File: src/design/chalmt_pkg.sv
// Shared types and constants for the channel allocator with member table.
// Used by chalmt_ctrl, chalmt_dp and channel_allocator_member_table; no dependencies.
package chalmt_pkg;

  localparam logic [31:0] NO_MEMBER = 32'hFFFF_FFFF;

  typedef enum logic [2:0] {
    MODE_CREATE  = 3'd0,
    MODE_DESTROY = 3'd1,
    MODE_ADD     = 3'd2,
    MODE_DELETE  = 3'd3,
    MODE_QUERY   = 3'd4,
    MODE_READ    = 3'd5
  } mode_t;

  // controller -> datapath, at most one high per cycle
  typedef struct packed {
    logic clr;     // clear one channel entry after reset
    logic accept;  // take the request
    logic scan;    // test one channel for create
    logic info;    // act on the channel entry
    logic srch;    // compare one member slot
    logic shift;   // move one member slot down
    logic rdata;   // take the member read
    logic load;    // move the result to the output register
  } cmd_t;

  // datapath -> controller
  typedef struct packed {
    logic clr_last;
    logic in_create;
    logic in_ch_ok;
    logic scan_hit;
    logic scan_last;
    logic need_srch;
    logic need_read;
    logic match;
    logic at_last;
    logic is_delete;
    logic out_free;
  } sts_t;

endpackage

File: src/design/chalmt_ctrl.sv
// Sequencer for the channel allocator: one request at a time through its phases.
// Depends on chalmt_pkg (cmd_t, sts_t).
module chalmt_ctrl import chalmt_pkg::*; (
  input  logic clk,
  input  logic rst_n,
  input  logic in_valid,
  output logic in_ready,
  input  sts_t sts,
  output cmd_t cmd
);

  typedef enum logic [7:0] {
    ST_CLEAR = 8'b0000_0001,
    ST_IDLE  = 8'b0000_0010,
    ST_SCAN  = 8'b0000_0100,
    ST_INFO  = 8'b0000_1000,
    ST_SRCH  = 8'b0001_0000,
    ST_SHIFT = 8'b0010_0000,
    ST_RDATA = 8'b0100_0000,
    ST_DONE  = 8'b1000_0000
  } state_t;

  state_t state_r, state_nxt;

  always_comb begin
    state_nxt = state_r;
    cmd       = '0;
    in_ready  = 1'b0;
    unique case (state_r)
      ST_CLEAR: begin
        cmd.clr = 1'b1;
        if (sts.clr_last) state_nxt = ST_IDLE;
      end
      ST_IDLE: begin
        in_ready = 1'b1;
        if (in_valid) begin
          cmd.accept = 1'b1;
          if (sts.in_create) state_nxt = ST_SCAN;
          else if (!sts.in_ch_ok) state_nxt = ST_DONE;
          else state_nxt = ST_INFO;
        end
      end
      ST_SCAN: begin
        cmd.scan = 1'b1;
        if (sts.scan_hit || sts.scan_last) state_nxt = ST_DONE;
      end
      ST_INFO: begin
        cmd.info = 1'b1;
        if (sts.need_srch) state_nxt = ST_SRCH;
        else if (sts.need_read) state_nxt = ST_RDATA;
        else state_nxt = ST_DONE;
      end
      ST_SRCH: begin
        cmd.srch = 1'b1;
        if (sts.match) begin
          state_nxt = (sts.is_delete && !sts.at_last) ? ST_SHIFT : ST_DONE;
        end else if (sts.at_last) begin
          state_nxt = ST_DONE;
        end
      end
      ST_SHIFT: begin
        cmd.shift = 1'b1;
        if (sts.at_last) state_nxt = ST_DONE;
      end
      ST_RDATA: begin
        cmd.rdata = 1'b1;
        state_nxt = ST_DONE;
      end
      ST_DONE: begin
        // hold until the output register can take the result
        if (sts.out_free) begin
          cmd.load  = 1'b1;
          state_nxt = ST_IDLE;
        end
      end
      default: state_nxt = ST_IDLE;
    endcase
  end

  always_ff @(posedge clk) begin
    if (!rst_n) begin
      state_r <= ST_CLEAR;
    end else begin
      state_r <= state_nxt;
    end
  end

endmodule

File: config.mk
export PLATFORM = sky130hd
export DESIGN_NAME = chalmt_ctrl
export DESIGN_NICKNAME = d
export VERILOG_FILES = /design/src/design/chalmt_pkg.sv /design/src/design/chalmt_ctrl.sv
export SDC_FILE = /design/constraint.sdc
export NUM_CORES = 1
export LEC_CHECK = 0
export BUFFER_PORTS_ARGS = -buffer_cell sky130_fd_sc_hd__buf_2
export CELL_PAD_IN_SITES_DETAIL_PLACEMENT = 1
export CELL_PAD_IN_SITES_GLOBAL_PLACEMENT = 2
export CORE_ASPECT_RATIO = 1.5
export CORE_MARGIN = 1
export CORE_UTILIZATION = 25
export DETAILED_ROUTE_END_ITERATION = 16
export PLACE_DENSITY = 0.77
export SKIP_CTS_REPAIR_TIMING = 1
export SLEW_MARGIN = 20
export SYNTH_ARGS = -nofsm -noshare
export SYNTH_HDL_FRONTEND = slang
export SYNTH_SLANG_ARGS = --single-unit
File: constraint.sdc
create_clock -name clk -period 2 [get_ports clk]
set_input_delay 0.4 -clock clk [delete_from_list [all_inputs] [get_ports clk]]
set_output_delay 0.4 -clock clk [all_outputs]
set_load 0.01 [all_outputs]
==> results of run 1 <==
[layout make-up]
type	instances	area [um2]	share of cell area, %
Sequential cell	8	165	20.0
Multi-Input combinational cell	63	433	52.3
Clock buffer	3	22.5	2.72
Timing Repair Buffer	28	155	18.8
Inverter	6	22.5	2.72
Tap cell	23	28.8	3.48
[how the worst max path moves through the flow]
stage	slack, ns	end	depth (start not counted)	from
2_1_floorplan	0.49	cmd[6]	4	state_r[7]
3_3_place_gp	0.36	cmd[6]	5	state_r[3]
3_5_place_dp	0.29	cmd[7]	5	state_r[7]
4_1_cts	0.005	cmd[7]	5	state_r[7]
5_1_grt	-0.02	cmd[7]	5	state_r[6]
6_report	0.08	cmd[6]	5	state_r[0]
[per-stage QoR]
stage	TNS [ns]	setup WS (ns)
6_report	0	0.0768
4_1_cts	0	0.00529
3_3_place_gp	0	0.360
3_5_place_dp	0	0.293
2_1_floorplan	0	0.486
5_1_grt	-0.0150	-0.0150
[cells by family (layout without fill, tap and decap cells)]
group | count (synthesis) | in the layout | share of synthesized area, %
DFF | 8 | 8 | 26.1
buffers and inverters | 8 | 37 | 5.70
xor gates and xnor gates | 1 | 1 | 1.43
AOI/OAI and AO/OA | 17 | 17 | 21.6
and+or+nand+nor | 45 | 45 | 45.2
[report_power, final]
| group | internal, uW | switching [uW] |
|---|---|---|
| sequential | 164 | 10.2 |
| clock | 68.9 | 58.8 |
| combinational | 49.4 | 56.2 |
[per-layer routing]
| metal | vias up | GRT usage (%) | part of all wire (%) |
|---|---|---|---|
| li1 | 357 | - | - |
| met1 | 347 | 15.8 | 42 |
| met2 | 17 | 28.7 | 55 |
| met3 | 5 | 1.73 | 2.3 |
| met4 | 0 | 4.69 | 1.3 |
| met5 | - | 0 | 0 |
[placed cells by master, fill, tap and decap left out, types with 2 or more instances in the layout]
| cell type | synthesis | routed |
|---|---|---|
| buf_2 | 1 | 22 |
| nor2_1 | 11 | 11 |
| buf_4 | 1 | 6 |
| dfxtp_1 | 8 | 6 |
| inv_1 | 5 | 5 |
| nor3_1 | 4 | 4 |
| nand3_1 | 4 | 3 |
| nor2b_1 | 3 | 3 |
| nand2_1 | 3 | 3 |
| nor4_1 | 3 | 3 |
| a21oi_1 | 3 | 3 |
| nor3b_1 | 3 | 3 |
| clkbuf_4 | 0 | 3 |
| and3_1 | 2 | 2 |
| a31oi_1 | 2 | 2 |
| nand4_1 | 2 | 2 |
==> impl_metrics.yaml, run 1 <==
detailed_routing:
  route.antenna.remaining_nets: 0
  wl_um: 1900
  routedWlPerCell_um: 14.5
  drc: 0
  via_per_inst: 5.54
  vias: 726
  drt_iter0_drc: 19
  dr.pass1.iters: 4
global_route:
  grt_pass1_vias: 707
  grt_pass1_wl_um: 3030
  grt_max_degree: 9
  antenna_found_initial: 0
  grt_usage_pct: 14.8
  grt_overflow: 0
setup_path:
  crit_path_max_fanout: 8
  critPathTopFamily: "flip-flops"
  reg2reg_from: "state_r[1]"
  cp-end-kind: "primary output"
  slowest_stage: "dfxtp_1"
  crit_required_ns: 1.60
  cpPeakStageDelay_ns: 0.51
  reg2reg_slack_ns: 0.37
  timing.critical_path.buf_inv: 2
  ff2ff_path_depth: 6
  r2r-end: "state_r[7]"
  start_kind: "register"
  path_cells: "nor2_2, nand3_1, clkinv_1, and2_1, buf_2"
  arrival_ns: 1.52
  critPathKind: "reg -> out"
synthesis:
  ys_top_cells_by_count: "11 x nor2_1, 8 x dfxtp_1, 5 x inv_1"
  synth_edf_count: 0
  synth-async-reset-ratio_pct: 0
  syn_area_per_cell_um2: 7.78
  synthCells: 79
  synth_nets: 93
  seq_area_frac_synth_pct: 26.1
  synth_top_area_cell: "dfxtp_1"
  synth_top_area_share_pct: 26.1
  synth.area.top_cells: "dfxtp_1 26%, nor2_1 6.7%, nor3b_1 3.7%, nor4_4 3.5%, nand3_1 3.3%"
  ys.flop_type: "dfxtp_1"
  synth_seq_cells: 8
  synth.most_common_cell: "nor2_1"
  synth_cell_types: 38
  syn_area_um2: 614
  yosysWarningCount: 0
min_path:
  hold_depth: 2
  hold_start: "sts[5]"
  worstHoldEndpoint: "state_r[6]"
  hold_class: "in -> reg"
cells_and_area:
  fin_util_pct: 36.2
  post-route-cell-area_um2: 827
  top_register: "state_r"
  fillers: 306
  final_cells: 131
  largest_reg_flops: 8
  syn2layout_area_growth_pct: 34.6
  reg.largest.list: "state_r: 8 flops"
  diodes: 0
  final_layout_size_suffix_gt1_share_pct: 38.9
  final_nets: 124
timing:
  fin_crit_sh_pct: 96.2
  relSlewSlack_pct: 75.7
  fmax_mhz: 520
  min_period_ns: 1.92
  setup_violations: 0
  fin_worst_skew_ns: 0.00420
  hold_ws_ns: 0.324
  finalHoldViolCount: 0
  report.final.slew_viol_count: 0
  worstMarginPinSlew_ns: 0.362
die:
  dieWidth_um: 42.5
  core_area_mm2: 0.00229
  fp-row-count: 21
  start_util_pct: 26.9
  fp.dieH_um: 62.7
  die_area_mm2: 0.00266
  io_pins: 23
clock_network:
  tritoncts: "yes"
  clock_path_buffers: 2
  cts-root-buf: "clkbuf_4"
  clock_sinks: 8
  clk_latency_ns: 0.26
  cts_buffers: 3
  cts.clk_slew.worst_paths_ns: 0.06
  h-tree-depth: 1
power_and_ir_drop:
  irDropWorstVdd_mv: 0.234
  leakage_uw: 0.000383
  total_power_uw: 407
  power_density_mw_per_mm2: 492
placed_design:
  port-buffer-count: 22
  dp_cells: 124
  hpwl_um: 1530
  placed_area_um2: 756
  place.gp.congestion: 0.761
outcome:
  status: "complete, no violations"
job:
  maxCapViolations: 0
Power figures use the tool's default switching activity.
==> inputs of run 2 (changes only) <==
--- a/config.mk
+++ b/config.mk
@@ -5,14 +5,15 @@
 export SDC_FILE = /design/constraint.sdc
 export NUM_CORES = 1
 export LEC_CHECK = 0
+export ABC_AREA = 1
 export BUFFER_PORTS_ARGS = -buffer_cell sky130_fd_sc_hd__buf_2
 export CELL_PAD_IN_SITES_DETAIL_PLACEMENT = 1
 export CELL_PAD_IN_SITES_GLOBAL_PLACEMENT = 2
 export CORE_ASPECT_RATIO = 1.5
 export CORE_MARGIN = 1
-export CORE_UTILIZATION = 25
+export CORE_UTILIZATION = 23
 export DETAILED_ROUTE_END_ITERATION = 16
-export PLACE_DENSITY = 0.77
+export PLACE_DENSITY = 0.78
 export SKIP_CTS_REPAIR_TIMING = 1
 export SLEW_MARGIN = 20
 export SYNTH_ARGS = -nofsm -noshare
==> impl_metrics.yaml, run 2 <==
synthesis:
  synth_cell_types: 17
  synthCells: 107
  seq_area_frac_synth_pct: 25.5
  ys.flop_type: "dfxtp_1"
  syn_area_um2: 628
  syn_area_per_cell_um2: 5.87
  synth-async-reset-ratio_pct: 0
  yosysWarningCount: 0
  synth_seq_cells: 8
  synth_top_area_share_pct: 25.5
  synth.area.top_cells: "dfxtp_1 25%, nand2_1 13%, inv_1 11%, nor2_1 11%, nand2_2 8.0%"
  synth.most_common_cell: "nand2_1"
  synth_nets: 121
  synth_edf_count: 0
  synth_top_area_cell: "dfxtp_1"
  ys_top_cells_by_count: "22 x nand2_1, 18 x inv_1, 18 x nor2_1"
global_route:
  grt_overflow: 0
  grt_usage_pct: 14.1
  grt_max_degree: 8
  grt_pass1_vias: 768
  grt_pass1_wl_um: 3140
  antenna_found_initial: 0
clock_network:
  h-tree-depth: 1
  cts-root-buf: "clkbuf_4"
  cts_buffers: 3
  cts.clk_slew.worst_paths_ns: 0.06
  clock_path_buffers: 2
  tritoncts: "yes"
  clk_latency_ns: 0.25
  clock_sinks: 8
timing:
  worstMarginPinSlew_ns: 0.324
  relSlewSlack_pct: 78.2
  fin_crit_sh_pct: 87.2
  fin_worst_skew_ns: 0.00286
  report.final.slew_viol_count: 0
  rsz0062_at_grt: "no"
  min_period_ns: 1.74
  tns_ns: 0
  fmax_mhz: 573
  setup_violations: 0
  finalHoldViolCount: 0
  fin_ws_ns: 0.255
job:
  maxCapViolations: 0
detailed_routing:
  drc: 0
  drt_iter0_drc: 7
  vias: 715
  routedWlPerCell_um: 10.6
  route.antenna.remaining_nets: 0
  via_per_inst: 4.26
  wl_um: 1770
  dr.pass1.iters: 4
cells_and_area:
  post-route-cell-area_um2: 806
  diodes: 0
  largest_reg_flops: 8
  final_layout_size_suffix_gt1_share_pct: 36.4
  syn2layout_area_growth_pct: 28.3
  final_nets: 148
  final_cell_mix: "22 x nand2_1, 22 x buf_2, 18 x nor2_1, 18 x inv_1"
  top_register: "state_r"
  fin_util_pct: 32.2
  reg.largest.list: "state_r: 8 flops"
setup_path:
  reg2reg_from: "state_r[7]"
  cpPeakStageDelay_ns: 0.38
  critPathKind: "reg -> out"
  timing.critical_path.buf_inv: 2
  cp-end-kind: "primary output"
  path_cells: "inv_1, nor3_1, nand2_1, nor2_1, buf_2"
  start_kind: "register"
  critPathTopFamily: "simple AND/OR/NAND/NOR gates"
  arrival_ns: 1.34
  crit_required_ns: 1.60
  crit_path_max_fanout: 3
  startpoint: "state_r[7]"
  slowest_stage: "dfxtp_1"
power_and_ir_drop:
  pwr-share-seq_pct: 44.2
  clock_power_share_pct: 31.7
  combPwrFrac_pct: 24.2
  p_sw_share_pct: 30.5
  total_power_uw: 388
  leakage_uw: 0.000431
  p_int_uw: 270
  netSwitchingPower_uw: 118
  irDropWorstVdd_mv: 0.186
  power_density_mw_per_mm2: 481
min_path:
  hold_start: "sts[5]"
  hold_class: "in -> reg"
placed_design:
  hpwl_um: 1590
  place.gp.congestion: 0.737
  port-buffer-count: 22
  placed_area_um2: 783
  dp_slack_ns: 0.493
die:
  io_pins: 23
  die_area_mm2: 0.00295
  fp.dieH_um: 66
  fp-row-count: 22
  start_util_pct: 25.1
  dieWidth_um: 44.7
  core_area_mm2: 0.00250
outcome:
  status: "complete, no violations"
==> run 2: cell types whose count changed after synthesis, moves of 3 or more <==
cell / before / now
nor3b_1: 3 / 0
inv_2: 0 / 5
nor2_1: 11 / 18
nand2_2: 0 / 8
nor2_2: 1 / 5
nand2_1: 3 / 22
inv_1: 5 / 18
nor2b_1: 3 / 0
==> run 2: metal layers <==
layer	routed length [um]	part of all wire, %	global-route usage [%]	vias to the layer above
met4	0	0	5.68	0
met3	30	1.7	0.820	0
li1	-	-	-	375
met5	0	0	0	-
met2	1020	57	26.8	11
met1	724	41	15.4	329
==> run 2: worst reg2reg max path: stages, from the launching register on <==
cell     delay, ns
dfxtp_1       0.38
inv_1         0.08
nor3_1        0.32
nand3_2       0.14
nand2_1       0.10
nor2_2        0.06
nand2_1       0.06
a21oi_1       0.06
==> run 2: final timing paths <==
kind / slack, ns / cells past startpoint / end
max: 0.26 / 5 / cmd[0]
min: 0.35 / 2 / state_r[6]
max reg2reg: 0.67 / 7 / state_r[2]
min reg2reg: 0.55 / 2 / state_r[4]
==> run 2: power by group through the flow <==
stage / combinational, uW / clock, uW / sequential [uW]
global placement: 93.8 / 0 / 174
CTS: 95.8 / 126 / 171
global route: 108 / 131 / 173
detailed placement: 95.5 / 0 / 175
finish: 93.7 / 123 / 171
floorplan: 62.6 / 0 / 173
==> run 2: logic make-up after synthesis <==
group,count (synthesis),share of synthesized area (%)
flops,8,25.5
simple gates,71,56.2
buf+inv,23,13.7
compound gates,5,4.58
==> run 2: layout make-up <==
cell class	instances	area, um2
clock buffer	3	22.5
sequential	8	160
tap	36	45.0
fill	360	1700
timing repair buffer	22	110
inverter	23	86.3
multi-input combinational	76	382
==> run 2: metrics by stage <==
step / instances / hold slack, ns
finish: 168 / 0.348
global route: 168 / 0.348
CTS: 168 / 0.345
detailed placement: 165 / 0.536
global placement: 165 / 0.520
floorplan: 107 / 0.470
==> inputs of run 3 (changes only) <==
==> config.mk (replaced) <==
export PLATFORM = sky130hd
export DESIGN_NAME = chalmt_ctrl
export DESIGN_NICKNAME = d
export VERILOG_FILES = /design/src/design/chalmt_pkg.sv /design/src/design/chalmt_ctrl.sv
export SDC_FILE = /design/constraint.sdc
export NUM_CORES = 1
export LEC_CHECK = 0
export BUFFER_PORTS_ARGS = -buffer_cell sky130_fd_sc_hd__clkbuf_2
export CELL_PAD_IN_SITES_DETAIL_PLACEMENT = 1
export CELL_PAD_IN_SITES_GLOBAL_PLACEMENT = 2
export CORE_ASPECT_RATIO = 1.5
export CORE_MARGIN = 1
export CORE_UTILIZATION = 25
export DETAILED_ROUTE_END_ITERATION = 16
export PLACE_DENSITY = 0.77
export SLEW_MARGIN = 20
export SYNTH_ARGS = -nofsm -noshare
export SYNTH_HDL_FRONTEND = slang
export SYNTH_SLANG_ARGS = --single-unit
==> impl_metrics.yaml, run 3 (synthesized netlist as in run 1, its figures left out) <==
clock_network:
  tritoncts: "yes"
  cts-root-buf: "clkbuf_4"
  clock_sinks: 8
  clk_latency_ns: 0.26
  cts.clk_slew.worst_paths_ns: 0.06
  cts_buffers: 3
  h-tree-depth: 1
  clock_path_buffers: 2
job:
  maxCapViolations: 0
die:
  io_pins: 23
  fp.dieH_um: 62.7
  die_area_mm2: 0.00266
  start_util_pct: 26.9
  dieWidth_um: 42.5
  fp-row-count: 21
  core_area_mm2: 0.00229
detailed_routing:
  wl_met1_um: 747
  routedWlPerCell_um: 14.1
  wl_um: 1840
  route.antenna.remaining_nets: 0
  highest_layer: "met4"
  wl_met2_um: 1020
  met3WireLength_um: 46
  drc: 0
  dr.pass1.iters: 3
  drt_iter0_drc: 6
  vias: 717
  via_per_inst: 5.52
global_route:
  grt_pass1_wl_um: 3060
  grt_usage_pct: 15.0
  antenna_found_initial: 0
  grt_max_degree: 9
  grt_pass1_vias: 710
  grt_overflow: 0
setup_path:
  reg2reg_from: "state_r[3]"
  critPathKind: "reg -> out"
  arrival_ns: 1.49
  startpoint: "state_r[3]"
  crit_required_ns: 1.60
  crit_path_max_fanout: 6
  cp-end-kind: "primary output"
  start_kind: "register"
cells_and_area:
  layout_commonest_cell: "clkbuf_2"
  final_cell_mix: "22 x clkbuf_2, 11 x nor2_1, 6 x dfxtp_1, 5 x inv_1, 5 x buf_4"
  syn2layout_area_growth_pct: 30.8
  diodes: 0
  final_nets: 123
  top_register: "state_r"
  final_layout_size_suffix_gt1_share_pct: 35.5
  reg.largest.list: "state_r: 8 flops"
  fillers: 309
  post-route-cell-area_um2: 803
  largest_reg_flops: 8
timing:
  tns_ns: 0
  relSlewSlack_pct: 78.7
  setup_violations: 0
  min_period_ns: 1.89
  fin_worst_skew_ns: 0.00200
  fmax_mhz: 529
  fin_crit_sh_pct: 94.5
  rsz0062_at_grt: "no"
  report.final.slew_viol_count: 0
  worstMarginPinSlew_ns: 0.318
  finalHoldViolCount: 0
power_and_ir_drop:
  power_density_mw_per_mm2: 503
  irDropWorstVdd_mv: 0.197
  leakage_uw: 0.000365
outcome:
  status: "complete, no violations"
min_path:
  hold_class: "in -> reg"
  hold_start: "sts[5]"
placed_design:
  hpwl_um: 1530
  place.gp.congestion: 0.760
  port-buffer-count: 22
  placed_area_um2: 756
[run 3: changes by cell type in the layout (fill, tap and decap cells not counted), moves of 7 or more]
| cell | previous run | this run |
|---|---|---|
| buf_2 | 22 | 0 |
| clkbuf_2 | 0 | 22 |
| nand2_1 | 22 | 3 |
| inv_1 | 18 | 5 |
| nand2_2 | 8 | 0 |
| nor2_1 | 18 | 11 |
[run 3: final cells by class]
type	instances	area (um2)	area share [%]
clock buffers	3	22.5	2.80
inverters	6	22.5	2.80
multi-input cells	63	419	52.2
flip-flops and latches	8	163	20.2
well taps	23	28.8	3.58
repair buffers	27	148	18.4
[run 3: what timing repair did]
action,CTS,global route
gates resized for setup,0,2
buffers inserted,1,2
setup endpoints to repair,1,2
hold buffers,0,0
pin swaps,1,2
[run 3: critical path, stage by stage, from the launching register on]
cell	delay (ns)
dfxtp_1	0.38
nor4b_1	0.31
nand3_1	0.17
clkinv_1	0.11
and2_1	0.13
clkbuf_2	0.13
[run 3: power by group]
group | switching (uW) | total [uW] | internal (uW)
Clock | 58.7 | 128 | 68.9
Combinational | 54.6 | 102 | 47.2
Sequential | 9.58 | 175 | 165
[run 3: worst paths after layout]
kind                                   end  slack (ns)  cells after the start
worst min-delay path            state_r[6]        0.33                      2
worst min register to register  state_r[0]        0.62                      2
worst max register to register  state_r[7]        0.41                      6
worst max-delay path                cmd[6]        0.11                      5
[run 3: layer usage]
layer  vias up  global-route usage [%]
met5         -                       0
met1       339                    16.5
li1        358                       -
met2        16                    28.1
met4         0                    5.86
met3         4                    1.73
[run 3: metrics by stage]
step	power (uW)	hold WS, ns	utilization, %	setup WS (ns)	cells
after floorplan	237	0.475	-	0.486	79
final	404	0.334	35.1	0.111	130
after detailed placement	278	0.602	33.1	0.288	124
after global routing	428	0.335	35.1	0.0180	130
after global placement	277	0.592	33.1	0.351	124
after CTS	408	0.329	34.4	0.00463	128
